===== src/rtl/core/jcs_pkg.sv =====
// Shared types, constants and helper functions for the joystick center scaling block.
// No dependencies; every other file in rtl/core refers to this package by scoped names.
package jcs_pkg;

    localparam int SMP_W   = 8;   // raw sample and center width
    localparam int POS_W   = 8;   // signed scaled position width
    localparam int DIR_W   = 2;
    localparam int QUO_W   = 7;   // quotient magnitude never exceeds 100
    localparam int CNT_W   = 3;   // indexes the quotient bits
    localparam int NUM_W   = 15;  // 255 * 100 fits in 15 bits
    localparam int CFG_IDX_W = 8;

    localparam int POS_SCALE  = 100;
    localparam int FULL_SCALE = 255;
    localparam int CENTER_RST = 128;

    localparam logic signed [POS_W-1:0] DIR_HI = 8'sd50;
    localparam logic signed [POS_W-1:0] DIR_LO = -8'sd50;

    typedef enum logic [CFG_IDX_W-1:0] {
        REG_X_CENTER = 8'd0,
        REG_Y_CENTER = 8'd1
    } t_reg_idx;

    typedef enum logic [DIR_W-1:0] {
        DIR_NEUTRAL = 2'd0,
        DIR_POS     = 2'd1,
        DIR_NEG     = 2'd2
    } t_dir;

    typedef enum logic [4:0] {
        S_IDLE  = 5'b00001,
        S_SETUP = 5'b00010,
        S_DIV   = 5'b00100,
        S_STORE = 5'b01000,
        S_OUT   = 5'b10000
    } t_state;

    typedef enum logic {
        AXIS_X = 1'b0,
        AXIS_Y = 1'b1
    } t_axis;

    // Commands from the controller to the datapath.
    typedef struct packed {
        logic  load;
        logic  setup;
        logic  step;
        logic  store;
        logic  emit;
        t_axis axis;
    } t_cmd;

    // Status from the datapath to the controller.
    typedef struct packed {
        logic div_last;
        logic out_free;
    } t_sts;

    function automatic t_dir dir_of(input logic signed [POS_W-1:0] pos);
        t_dir d;
        if (pos > DIR_HI) begin
            d = DIR_POS;
        end else if (pos < DIR_LO) begin
            d = DIR_NEG;
        end else begin
            d = DIR_NEUTRAL;
        end
        return d;
    endfunction

endpackage


===== src/rtl/core/jcs_if.sv =====
// Valid/ready channel interfaces for sample requests, result requests and register writes.
// Depends on jcs_pkg for field widths.
interface jcs_in_if;
    logic                          valid;
    logic                          ready;
    logic [jcs_pkg::SMP_W-1:0]     x_sample;
    logic [jcs_pkg::SMP_W-1:0]     y_sample;
    logic [jcs_pkg::SMP_W-1:0]     right_sample;
    logic [jcs_pkg::SMP_W-1:0]     left_sample;

    modport source (output valid, x_sample, y_sample, right_sample, left_sample, input ready);
    modport sink   (input valid, x_sample, y_sample, right_sample, left_sample, output ready);
endinterface

interface jcs_out_if;
    logic                              valid;
    logic                              ready;
    logic signed [jcs_pkg::POS_W-1:0]  x_pos;
    logic signed [jcs_pkg::POS_W-1:0]  y_pos;
    logic [jcs_pkg::DIR_W-1:0]         x_dir;
    logic [jcs_pkg::DIR_W-1:0]         y_dir;
    logic [jcs_pkg::SMP_W-1:0]         right_level;
    logic [jcs_pkg::SMP_W-1:0]         left_level;
    logic                              send;

    modport source (output valid, x_pos, y_pos, x_dir, y_dir, right_level, left_level, send,
                    input ready);
    modport sink   (input valid, x_pos, y_pos, x_dir, y_dir, right_level, left_level, send,
                    output ready);
endinterface

interface jcs_cfg_if;
    logic                              valid;
    logic                              ready;
    logic [jcs_pkg::CFG_IDX_W-1:0]     index;
    logic [jcs_pkg::SMP_W-1:0]         data;

    modport source (output valid, index, data, input ready);
    modport sink   (input valid, index, data, output ready);
endinterface


===== src/rtl/core/jcs_ctrl.sv =====
// Sequencing state machine: accepts a sample request, runs the shared divider for X then Y,
// and hands the result to the output register. Depends on jcs_pkg.
module jcs_ctrl (
    input  logic            i_clk,
    input  logic            i_rst_n,
    input  logic            i_in_valid,
    input  jcs_pkg::t_sts   i_sts,
    output logic            o_in_ready,
    output jcs_pkg::t_cmd   o_cmd
);

    jcs_pkg::t_state r_state, n_state;
    jcs_pkg::t_axis  r_axis, n_axis;

    always_ff @(posedge i_clk) begin
        if (!i_rst_n) begin
            r_state <= jcs_pkg::S_IDLE;
            r_axis  <= jcs_pkg::AXIS_X;
        end else begin
            r_state <= n_state;
            r_axis  <= n_axis;
        end
    end

    always_comb begin
        n_state     = r_state;
        n_axis      = r_axis;
        o_cmd       = '0;
        o_cmd.axis  = r_axis;
        o_in_ready  = 1'b0;
        unique case (r_state)
            jcs_pkg::S_IDLE: begin
                o_in_ready = 1'b1;
                if (i_in_valid) begin
                    o_cmd.load = 1'b1;
                    n_axis     = jcs_pkg::AXIS_X;
                    n_state    = jcs_pkg::S_SETUP;
                end
            end
            jcs_pkg::S_SETUP: begin
                o_cmd.setup = 1'b1;
                n_state     = jcs_pkg::S_DIV;
            end
            jcs_pkg::S_DIV: begin
                o_cmd.step = 1'b1;
                if (i_sts.div_last) begin
                    n_state = jcs_pkg::S_STORE;
                end
            end
            jcs_pkg::S_STORE: begin
                o_cmd.store = 1'b1;
                if (r_axis == jcs_pkg::AXIS_X) begin
                    n_axis  = jcs_pkg::AXIS_Y;
                    n_state = jcs_pkg::S_SETUP;
                end else begin
                    n_state = jcs_pkg::S_OUT;
                end
            end
            jcs_pkg::S_OUT: begin
                // Wait here until the previous result has left the output register.
                if (i_sts.out_free) begin
                    o_cmd.emit = 1'b1;
                    n_state    = jcs_pkg::S_IDLE;
                end
            end
            default: begin
                n_state = jcs_pkg::S_IDLE;
            end
        endcase
    end

    a_accept_starts: assert property (@(posedge i_clk) disable iff (!i_rst_n)
        (i_in_valid && o_in_ready) |=> (r_state == jcs_pkg::S_SETUP && r_axis == jcs_pkg::AXIS_X))
        else $error("accepted request did not start the X axis");

    a_store_order: assert property (@(posedge i_clk) disable iff (!i_rst_n)
        (o_cmd.store && r_axis == jcs_pkg::AXIS_Y) |=> (r_state == jcs_pkg::S_OUT))
        else $error("Y axis store not followed by output");

endmodule


===== src/rtl/core/jcs_dp.sv =====
// Datapath: center registers, sample latch, shared restoring divider, change detection
// and the output register. Depends on jcs_pkg and jcs_out_if.
module jcs_dp (
    input  logic                          i_clk,
    input  logic                          i_rst_n,
    input  jcs_pkg::t_cmd                 i_cmd,
    output jcs_pkg::t_sts                 o_sts,
    input  logic [jcs_pkg::SMP_W-1:0]     i_x_sample,
    input  logic [jcs_pkg::SMP_W-1:0]     i_y_sample,
    input  logic [jcs_pkg::SMP_W-1:0]     i_right_sample,
    input  logic [jcs_pkg::SMP_W-1:0]     i_left_sample,
    input  logic                          i_cfg_we,
    input  logic [jcs_pkg::CFG_IDX_W-1:0] i_cfg_index,
    input  logic [jcs_pkg::SMP_W-1:0]     i_cfg_data,
    jcs_out_if.source                     o_out
);

    logic [jcs_pkg::SMP_W-1:0] r_x_center, r_y_center;
    logic [jcs_pkg::SMP_W-1:0] r_xs, r_ys, r_rs, r_ls;

    logic [jcs_pkg::NUM_W-1:0] r_rem;
    logic [jcs_pkg::SMP_W-1:0] r_den;
    logic [jcs_pkg::QUO_W-1:0] r_quo;
    logic [jcs_pkg::CNT_W-1:0] r_cnt;
    logic                      r_neg;

    logic signed [jcs_pkg::POS_W-1:0] r_xp, r_yp;

    logic signed [jcs_pkg::POS_W-1:0] r_last_x, r_last_y;
    logic [jcs_pkg::SMP_W-1:0]        r_last_right, r_last_left;
    logic                             r_have_last;

    logic                             r_out_valid;
    logic signed [jcs_pkg::POS_W-1:0] r_o_xp, r_o_yp;
    logic [jcs_pkg::DIR_W-1:0]        r_o_xdir, r_o_ydir;
    logic [jcs_pkg::SMP_W-1:0]        r_o_right, r_o_left;
    logic                             r_o_send;

    logic [jcs_pkg::SMP_W-1:0]        w_raw, w_ctr, w_mag, w_den;
    logic                             w_gt;
    logic [jcs_pkg::NUM_W-1:0]        w_num, w_trial;
    logic                             w_take;
    logic signed [jcs_pkg::POS_W-1:0] w_pos;
    logic                             w_changed;

    // Configuration registers; indexes beyond the list are dropped.
    always_ff @(posedge i_clk) begin
        if (!i_rst_n) begin
            r_x_center <= jcs_pkg::SMP_W'(jcs_pkg::CENTER_RST);
            r_y_center <= jcs_pkg::SMP_W'(jcs_pkg::CENTER_RST);
        end else if (i_cfg_we) begin
            unique case (i_cfg_index)
                jcs_pkg::REG_X_CENTER: r_x_center <= i_cfg_data;
                jcs_pkg::REG_Y_CENTER: r_y_center <= i_cfg_data;
                default: begin
                end
            endcase
        end
    end

    // Divider setup: the magnitude of the offset never exceeds the divisor, so the
    // quotient fits in seven bits and seven restoring steps suffice.
    always_comb begin
        w_raw = (i_cmd.axis == jcs_pkg::AXIS_Y) ? r_ys : r_xs;
        w_ctr = (i_cmd.axis == jcs_pkg::AXIS_Y) ? r_y_center : r_x_center;
        w_gt  = w_raw > w_ctr;
        w_mag = w_gt ? (w_raw - w_ctr) : (w_ctr - w_raw);
        w_den = w_gt ? (jcs_pkg::SMP_W'(jcs_pkg::FULL_SCALE) - w_ctr) : w_ctr;
        w_num = jcs_pkg::NUM_W'(w_mag) * jcs_pkg::NUM_W'(jcs_pkg::POS_SCALE);
    end

    // A zero divisor only occurs with a zero offset, where the position must be zero.
    assign w_trial = jcs_pkg::NUM_W'(r_den) << r_cnt;
    assign w_take  = (r_den != '0) && (r_rem >= w_trial);

    assign w_pos = r_neg ? -$signed({1'b0, r_quo}) : $signed({1'b0, r_quo});

    always_ff @(posedge i_clk) begin
        if (i_cmd.load) begin
            r_xs <= i_x_sample;
            r_ys <= i_y_sample;
            r_rs <= i_right_sample;
            r_ls <= i_left_sample;
        end
        if (i_cmd.setup) begin
            r_rem <= w_num;
            r_den <= w_den;
            r_neg <= !w_gt;
            r_quo <= '0;
            r_cnt <= jcs_pkg::CNT_W'(jcs_pkg::QUO_W - 1);
        end else if (i_cmd.step) begin
            if (w_take) begin
                r_rem        <= r_rem - w_trial;
                r_quo[r_cnt] <= 1'b1;
            end
            r_cnt <= r_cnt - 1'b1;
        end
        if (i_cmd.store) begin
            if (i_cmd.axis == jcs_pkg::AXIS_Y) begin
                r_yp <= w_pos;
            end else begin
                r_xp <= w_pos;
            end
        end
    end

    assign w_changed = !r_have_last || (r_xp != r_last_x) || (r_yp != r_last_y) ||
                       (r_rs != r_last_right) || (r_ls != r_last_left);

    always_ff @(posedge i_clk) begin
        if (!i_rst_n) begin
            r_last_x     <= '0;
            r_last_y     <= '0;
            r_last_right <= '0;
            r_last_left  <= '0;
            r_have_last  <= 1'b0;
            r_out_valid  <= 1'b0;
        end else begin
            if (i_cmd.emit) begin
                r_last_x     <= r_xp;
                r_last_y     <= r_yp;
                r_last_right <= r_rs;
                r_last_left  <= r_ls;
                r_have_last  <= 1'b1;
                r_out_valid  <= 1'b1;
            end else if (o_out.ready) begin
                r_out_valid <= 1'b0;
            end
        end
    end

    always_ff @(posedge i_clk) begin
        if (i_cmd.emit) begin
            r_o_xp    <= r_xp;
            r_o_yp    <= r_yp;
            r_o_xdir  <= jcs_pkg::dir_of(r_xp);
            r_o_ydir  <= jcs_pkg::dir_of(r_yp);
            r_o_right <= r_rs;
            r_o_left  <= r_ls;
            r_o_send  <= w_changed;
        end
    end

    assign o_sts.div_last = (r_cnt == '0);
    assign o_sts.out_free = !r_out_valid || o_out.ready;

    assign o_out.valid       = r_out_valid;
    assign o_out.x_pos       = r_o_xp;
    assign o_out.y_pos       = r_o_yp;
    assign o_out.x_dir       = r_o_xdir;
    assign o_out.y_dir       = r_o_ydir;
    assign o_out.right_level = r_o_right;
    assign o_out.left_level  = r_o_left;
    assign o_out.send        = r_o_send;

    a_quo_range: assert property (@(posedge i_clk) disable iff (!i_rst_n)
        i_cmd.store |-> (r_quo <= jcs_pkg::QUO_W'(jcs_pkg::POS_SCALE)))
        else $error("scaled magnitude above full travel");

    a_emit_free: assert property (@(posedge i_clk) disable iff (!i_rst_n)
        i_cmd.emit |-> o_sts.out_free)
        else $error("result overwrote a pending output request");

    a_first_send: assert property (@(posedge i_clk) disable iff (!i_rst_n)
        (i_cmd.emit && !r_have_last) |=> (r_out_valid && r_o_send))
        else $error("first result after reset did not send");

endmodule


===== src/rtl/core/joystick_center_scale_change_detect_top.sv =====
// Requests are processed one at a time by the single seven-step divider, X then Y; the result
// is then registered, and no new request is taken until it reaches the output register.
// A finished result waits in the output register; the next request is taken meanwhile.
// Synchronous active-low reset: centers return to 128 and the next item always sends.
// Depends on jcs_pkg, jcs_if, jcs_ctrl and jcs_dp.
module joystick_center_scale_change_detect_top (
    input  logic       i_clk,
    input  logic       i_rst_n,
    jcs_in_if.sink     i_in,
    jcs_cfg_if.sink    i_cfg,
    jcs_out_if.source  o_out
);

    jcs_pkg::t_cmd w_cmd;
    jcs_pkg::t_sts w_sts;
    logic          w_in_ready;

    assign i_in.ready  = w_in_ready;
    assign i_cfg.ready = 1'b1;

    jcs_ctrl u_ctrl (
        .i_clk      (i_clk),
        .i_rst_n    (i_rst_n),
        .i_in_valid (i_in.valid),
        .i_sts      (w_sts),
        .o_in_ready (w_in_ready),
        .o_cmd      (w_cmd)
    );

    jcs_dp u_dp (
        .i_clk          (i_clk),
        .i_rst_n        (i_rst_n),
        .i_cmd          (w_cmd),
        .o_sts          (w_sts),
        .i_x_sample     (i_in.x_sample),
        .i_y_sample     (i_in.y_sample),
        .i_right_sample (i_in.right_sample),
        .i_left_sample  (i_in.left_sample),
        .i_cfg_we       (i_cfg.valid),
        .i_cfg_index    (i_cfg.index),
        .i_cfg_data     (i_cfg.data),
        .o_out          (o_out)
    );

endmodule


===== src/flat_wrapper.sv =====
// flat-port wrapper written by rule: the top's interface ports become plain ports
module joystick_center_scale_change_detect_top_flat 
  (i_clk, i_rst_n, i_in_valid, i_in_x_sample, i_in_y_sample, i_in_right_sample, i_in_left_sample, i_in_ready, i_cfg_valid, i_cfg_index, i_cfg_data, i_cfg_ready, o_out_valid, o_out_x_pos, o_out_y_pos, o_out_x_dir, o_out_y_dir, o_out_right_level, o_out_left_level, o_out_send, o_out_ready);
  jcs_in_if i_in_i ();
  jcs_cfg_if i_cfg_i ();
  jcs_out_if o_out_i ();
  input  logic i_clk;
  input  logic i_rst_n;
  input wire logic [$bits(i_in_i.valid)-1:0] i_in_valid;
  input wire logic [$bits(i_in_i.x_sample)-1:0] i_in_x_sample;
  input wire logic [$bits(i_in_i.y_sample)-1:0] i_in_y_sample;
  input wire logic [$bits(i_in_i.right_sample)-1:0] i_in_right_sample;
  input wire logic [$bits(i_in_i.left_sample)-1:0] i_in_left_sample;
  output wire logic [$bits(i_in_i.ready)-1:0] i_in_ready;
  input wire logic [$bits(i_cfg_i.valid)-1:0] i_cfg_valid;
  input wire logic [$bits(i_cfg_i.index)-1:0] i_cfg_index;
  input wire logic [$bits(i_cfg_i.data)-1:0] i_cfg_data;
  output wire logic [$bits(i_cfg_i.ready)-1:0] i_cfg_ready;
  output wire logic [$bits(o_out_i.valid)-1:0] o_out_valid;
  output wire logic [$bits(o_out_i.x_pos)-1:0] o_out_x_pos;
  output wire logic [$bits(o_out_i.y_pos)-1:0] o_out_y_pos;
  output wire logic [$bits(o_out_i.x_dir)-1:0] o_out_x_dir;
  output wire logic [$bits(o_out_i.y_dir)-1:0] o_out_y_dir;
  output wire logic [$bits(o_out_i.right_level)-1:0] o_out_right_level;
  output wire logic [$bits(o_out_i.left_level)-1:0] o_out_left_level;
  output wire logic [$bits(o_out_i.send)-1:0] o_out_send;
  input wire logic [$bits(o_out_i.ready)-1:0] o_out_ready;
  assign i_in_i.valid = i_in_valid;
  assign i_in_i.x_sample = i_in_x_sample;
  assign i_in_i.y_sample = i_in_y_sample;
  assign i_in_i.right_sample = i_in_right_sample;
  assign i_in_i.left_sample = i_in_left_sample;
  assign i_in_ready = i_in_i.ready;
  assign i_cfg_i.valid = i_cfg_valid;
  assign i_cfg_i.index = i_cfg_index;
  assign i_cfg_i.data = i_cfg_data;
  assign i_cfg_ready = i_cfg_i.ready;
  assign o_out_valid = o_out_i.valid;
  assign o_out_x_pos = o_out_i.x_pos;
  assign o_out_y_pos = o_out_i.y_pos;
  assign o_out_x_dir = o_out_i.x_dir;
  assign o_out_y_dir = o_out_i.y_dir;
  assign o_out_right_level = o_out_i.right_level;
  assign o_out_left_level = o_out_i.left_level;
  assign o_out_send = o_out_i.send;
  assign o_out_i.ready = o_out_ready;
  joystick_center_scale_change_detect_top u_core (.i_clk(i_clk), .i_rst_n(i_rst_n), .i_in(i_in_i), .i_cfg(i_cfg_i), .o_out(o_out_i));
endmodule

===== config.mk =====
export PLATFORM = sky130hd
export DESIGN_NAME = joystick_center_scale_change_detect_top_flat
export DESIGN_NICKNAME = d
export VERILOG_FILES = /design/src/rtl/core/jcs_pkg.sv /design/src/rtl/core/jcs_if.sv /design/src/rtl/core/jcs_ctrl.sv /design/src/rtl/core/jcs_dp.sv /design/src/rtl/core/joystick_center_scale_change_detect_top.sv /design/src/flat_wrapper.sv
export SDC_FILE = /design/constraint.sdc
export NUM_CORES = 1
export LEC_CHECK = 0
export BUFFER_PORTS_ARGS = -buffer_cell sky130_fd_sc_hd__buf_2
export CAP_MARGIN = 20
export CELL_PAD_IN_SITES_DETAIL_PLACEMENT = 0
export CELL_PAD_IN_SITES_GLOBAL_PLACEMENT = 1
export CORE_MARGIN = 3
export CORE_UTILIZATION = 30
export CTS_CLUSTER_DIAMETER = 60
export DETAILED_ROUTE_END_ITERATION = 7
export GPL_TIMING_DRIVEN = 0
export PLACE_DENSITY = 0.53
export SLEW_MARGIN = 5
export SYNTH_ARGS = -nofsm -noshare
export SYNTH_HDL_FRONTEND = slang
export SYNTH_SLANG_ARGS = --single-unit
export TNS_END_PERCENT = 10

===== constraint.sdc =====
create_clock -name i_clk -period 6.3 [get_ports i_clk]
set_input_delay 0 -clock i_clk [delete_from_list [all_inputs] [get_ports i_clk]]
set_output_delay 0 -clock i_clk [all_outputs]
set_load 0.05 [all_outputs]

==> summary.md <==
| Metric | Value |
|---|---|
| GR Layer Usage met3 | `0.0268` |
| Ant. Diodes | `0` |
| Die footprint | `32900 um2` |
| Clk_lat worst skew | `440 ps` |
| Static Leak | `4.29 nW` |
| Vias per cell | `4.58` |
| Initial core utilization | `0.308` |
| Status | `finished, final reports clean` |
| Pre-antenna DRT Iters | `4` |
| Worst VDD drop | `640 uV` |
| Rel. slew slack | `0.316` |
| Per-cell routed wire length | `16.1 um` |
| Drt drc | `0` |
| Hold Crit Depth | `2` |
| Vias in the first global route | `6615` |
| Core region area | `30000 um2` |
| Number of flip-flops under the largest register name | `15` |
| GRT Util Overall | `0.140` |
| Clock tree buffer depth | `2` |
| Final Cell Area | `11200 um2` |
| ANT nets after route | `0` |
| RSZ-0062 raised after global routing | `false` |
| Crit-path max FO | `10` |
| Capture point of the worst reg-to-reg path | `u_core.u_dp.r_rem[12]` |
| Worst-path clk slew | `70 ps` |
| Max-cap violations | `0` |
| Worst slew pin tran | `1030 ps` |
| EDFF count, synth | `107` |
| Final WL | `22.5 mm` |
| Critical Path End Type | `register` |
| Buffers added on ports | `90` |
| Syn. warnings | `0` |
| Final hold viol count | `0` |
| Met1 Track Usage GR | `0.181` |
| Tmin final | `5820 ps` |
| Placer congestion estimate | `0.778` |
| Post-DP HPWL | `16.6 mm` |
| Iter 0 DRT Violations | `273` |
| Biggest register | `u_core.u_dp.r_rem` |
| Pins over their slew limit | `0` |
| H-tree depth | `4` |
| CTS root buf | `clkbuf_16` |
| Power per cell area | `437 nW/um2` |
| Hold endpoint | `u_core.u_dp.r_last_x[3]` |
| Final period utilization | `0.924` |
| Critical Path Start Type | `register` |
| Setup repair bufs after CTS | `0` |
| Cell count after synthesis | `846` |
| Area grow syn2layout | `21.7%` |
| Share of flip-flops with an asynchronous set or reset | `0` |
| Final setup violation count | `0` |
| Seq/Total Area, Yosys | `0.496` |
| Crit path required time | `6460 ps` |
| GRT Max-Usage Layer | `met2` |
| Final #Nets | `1119` |
| First-pass GRT wire length | `36.2 mm` |
| CTS sink cnt | `175` |
| Met2 GRT Util | `0.241` |
| Initial antenna violation count | `0` |
| Number of distinct library cells after synthesis | `65` |
| Top_reg_cell synth | `edfxtp_1` |
| Setup CP Type | `reg2reg` |
| Register bit total from synthesis | `175` |
| Chip width | `181 um` |
| Net Count, Synth | `966` |
| R2R Setup Slk | `480 ps` |
| Largest net degree at the start of global routing | `47` |
| FP Rows | `63` |
| Crit path launch | `u_core.u_ctrl.r_axis` |
| Reg2Reg Depth | `24` |
| Hold_sp | `i_rst_n` |
| Max Fclk | `0.172 GHz` |
| Die height | `181 um` |
| CTS tree | `built` |
| Reg2reg start | `u_core.u_ctrl.r_axis` |
| Via count | `6428` |
| Boundary Pins | `93` |
| Synthesized area | `9230 um2` |
| Crit path DAT | `5980 ps` |
| Synth Area per Inst | `10.9 um2` |
| Worst setup margin | `479 ps` |
| Clock Skew | `13.4 ps` |
| Pre-CTS WS | `-80.9 ps` |
| Clock buffer count from CTS | `17` |
| Gr ovfl total | `0` |
| Placed inst area | `10200 um2` |
| Layout cells sized above 1 | `0.156` |
| Hold/Removal Path Class | `in2reg` |
stage by stage:
stage               hold WS, ps  setup TNS, ps  utilization  std cells  total power, mW
floorplan                  98.9              0            -        846             3.29
global placement            178           -172        0.339       1326             3.88
detailed placement          178           -133        0.341       1327             3.88
CTS                        34.3              0        0.374       1402             4.99
global route               52.1              0        0.375       1402             5.35
finish                     40.1              0        0.375       1402             4.91
how the worst max path moves through the flow:
stage                             to  slack (ps)  cells past startpoint
3_5_place_dp   u_core.u_dp.r_rem[12]         -80                     22
2_1_floorplan  u_core.u_dp.r_rem[14]         960                     24
4_1_cts        u_core.u_dp.r_rem[12]         0.5                     24
3_3_place_gp   u_core.u_dp.r_rem[12]         -90                     22
5_1_grt        u_core.u_dp.r_rem[12]           3                     24
6_report       u_core.u_dp.r_rem[12]         480                     24
worst max-delay path: stages (launching register included):
cell	delay, ps
dfxtp_1	320
buf_2	300
mux2i_2	380
inv_1	80
ha_1	200
inv_1	70
fa_1	250
a21o_1	130
a21oi_1	100
o31a_1	380
nor2_4	280
mux2i_1	360
xnor2_1	170
ha_1	250
ha_1	280
inv_1	50
fa_1	490
inv_1	40
ha_1	320
a21o_1	210
a211oi_1	330
nor2_1	90
nor2_1	110
xor2_1	230
o22ai_1	120
placed cells by master, fill, tap and decap left out, types with 21 or more instances in the layout:
cell           Yosys  layout
nor2b_1           21      21
a21oi_1           28      28
nand2_1          112     112
clkbuf_1          21      21
nor2_1            32      31
edfxtp_1         107     107
buf_2             10     102
a21boi_0          33      33
o21ai_0           28      28
inv_1             41      41
dfxtp_1           68      68
xnor2_1           57      57
ha_1              61      61
mux2i_1           45      42
dlygate4sd3_1      0      43
layout make-up:
type	count	area [um2]
fillers	3059	18700
flip-flops and latches	175	4570
multi-input cells	590	4330
repair buffers	134	908
well taps	390	488
clock buffers	20	447
plain buffers	39	195
inverters	42	158
clock inverters	12	126
repair_timing:
item	CTS	global route
cloned	0	0
endpoints found under the setup margin	2	4
pin swaps	0	0
resized for setup	1	8
hold buffers	43	0
hold endpoints to repair	50	0
synthesized netlist by cell type, types with 6 or more instances:
master | instances | area, um2
o21a_1 | 8 | 60.1
edfxtp_1 | 107 | 3210
xnor2_1 | 57 | 499
inv_1 | 41 | 154
nor4_1 | 6 | 37.5
o22ai_1 | 7 | 43.8
mux2i_1 | 45 | 450
ha_1 | 61 | 763
nand2b_1 | 6 | 37.5
dfxtp_1 | 68 | 1360
o41ai_1 | 6 | 52.6
nand3b_1 | 7 | 52.6
nor3_1 | 13 | 65.1
a21oi_1 | 28 | 140
nor2_1 | 32 | 120
o21ai_0 | 28 | 140
nand3_1 | 10 | 50.1
a21boi_0 | 33 | 248
a21o_1 | 8 | 60.1
clkbuf_1 | 21 | 78.8
nor2b_1 | 21 | 131
xor2_1 | 15 | 131
nand4_1 | 14 | 87.6
buf_2 | 10 | 50.1
nand2_1 | 112 | 420
fa_1 | 6 | 120
o31ai_1 | 6 | 45.0
per-layer routing:
| layer | share of wire | routed length, um |
|---|---|---|
| met1 | 0.47 | 10600 |
| met2 | 0.49 | 11000 |
| met3 | 0.027 | 619 |
| met4 | 0.013 | 282 |
| met5 | 0 | 0 |
logic make-up (layout without fill, tap and decap cells):
logic type / count (synthesis) / in the layout / share of synthesized area
and+or+nand+nor: 236 / 236 / 0.122
other: 1 / 1 / 0.000406
DFF: 175 / 175 / 0.496
adders and majority gates: 67 / 67 / 0.0957
xor gates and xnor gates: 72 / 72 / 0.0683
buffers and inverters: 81 / 247 / 0.0380
AOI/OAI and AO/OA: 162 / 162 / 0.120
muxes: 52 / 52 / 0.0602
power breakdown:
| part | internal, mW | switching [mW] |
|---|---|---|
| combinational | 1.01 | 1.41 |
| sequential | 1.37 | 0.0616 |
| clock | 0.567 | 0.491 |
Note: power is estimated with default switching activity, not from simulation.
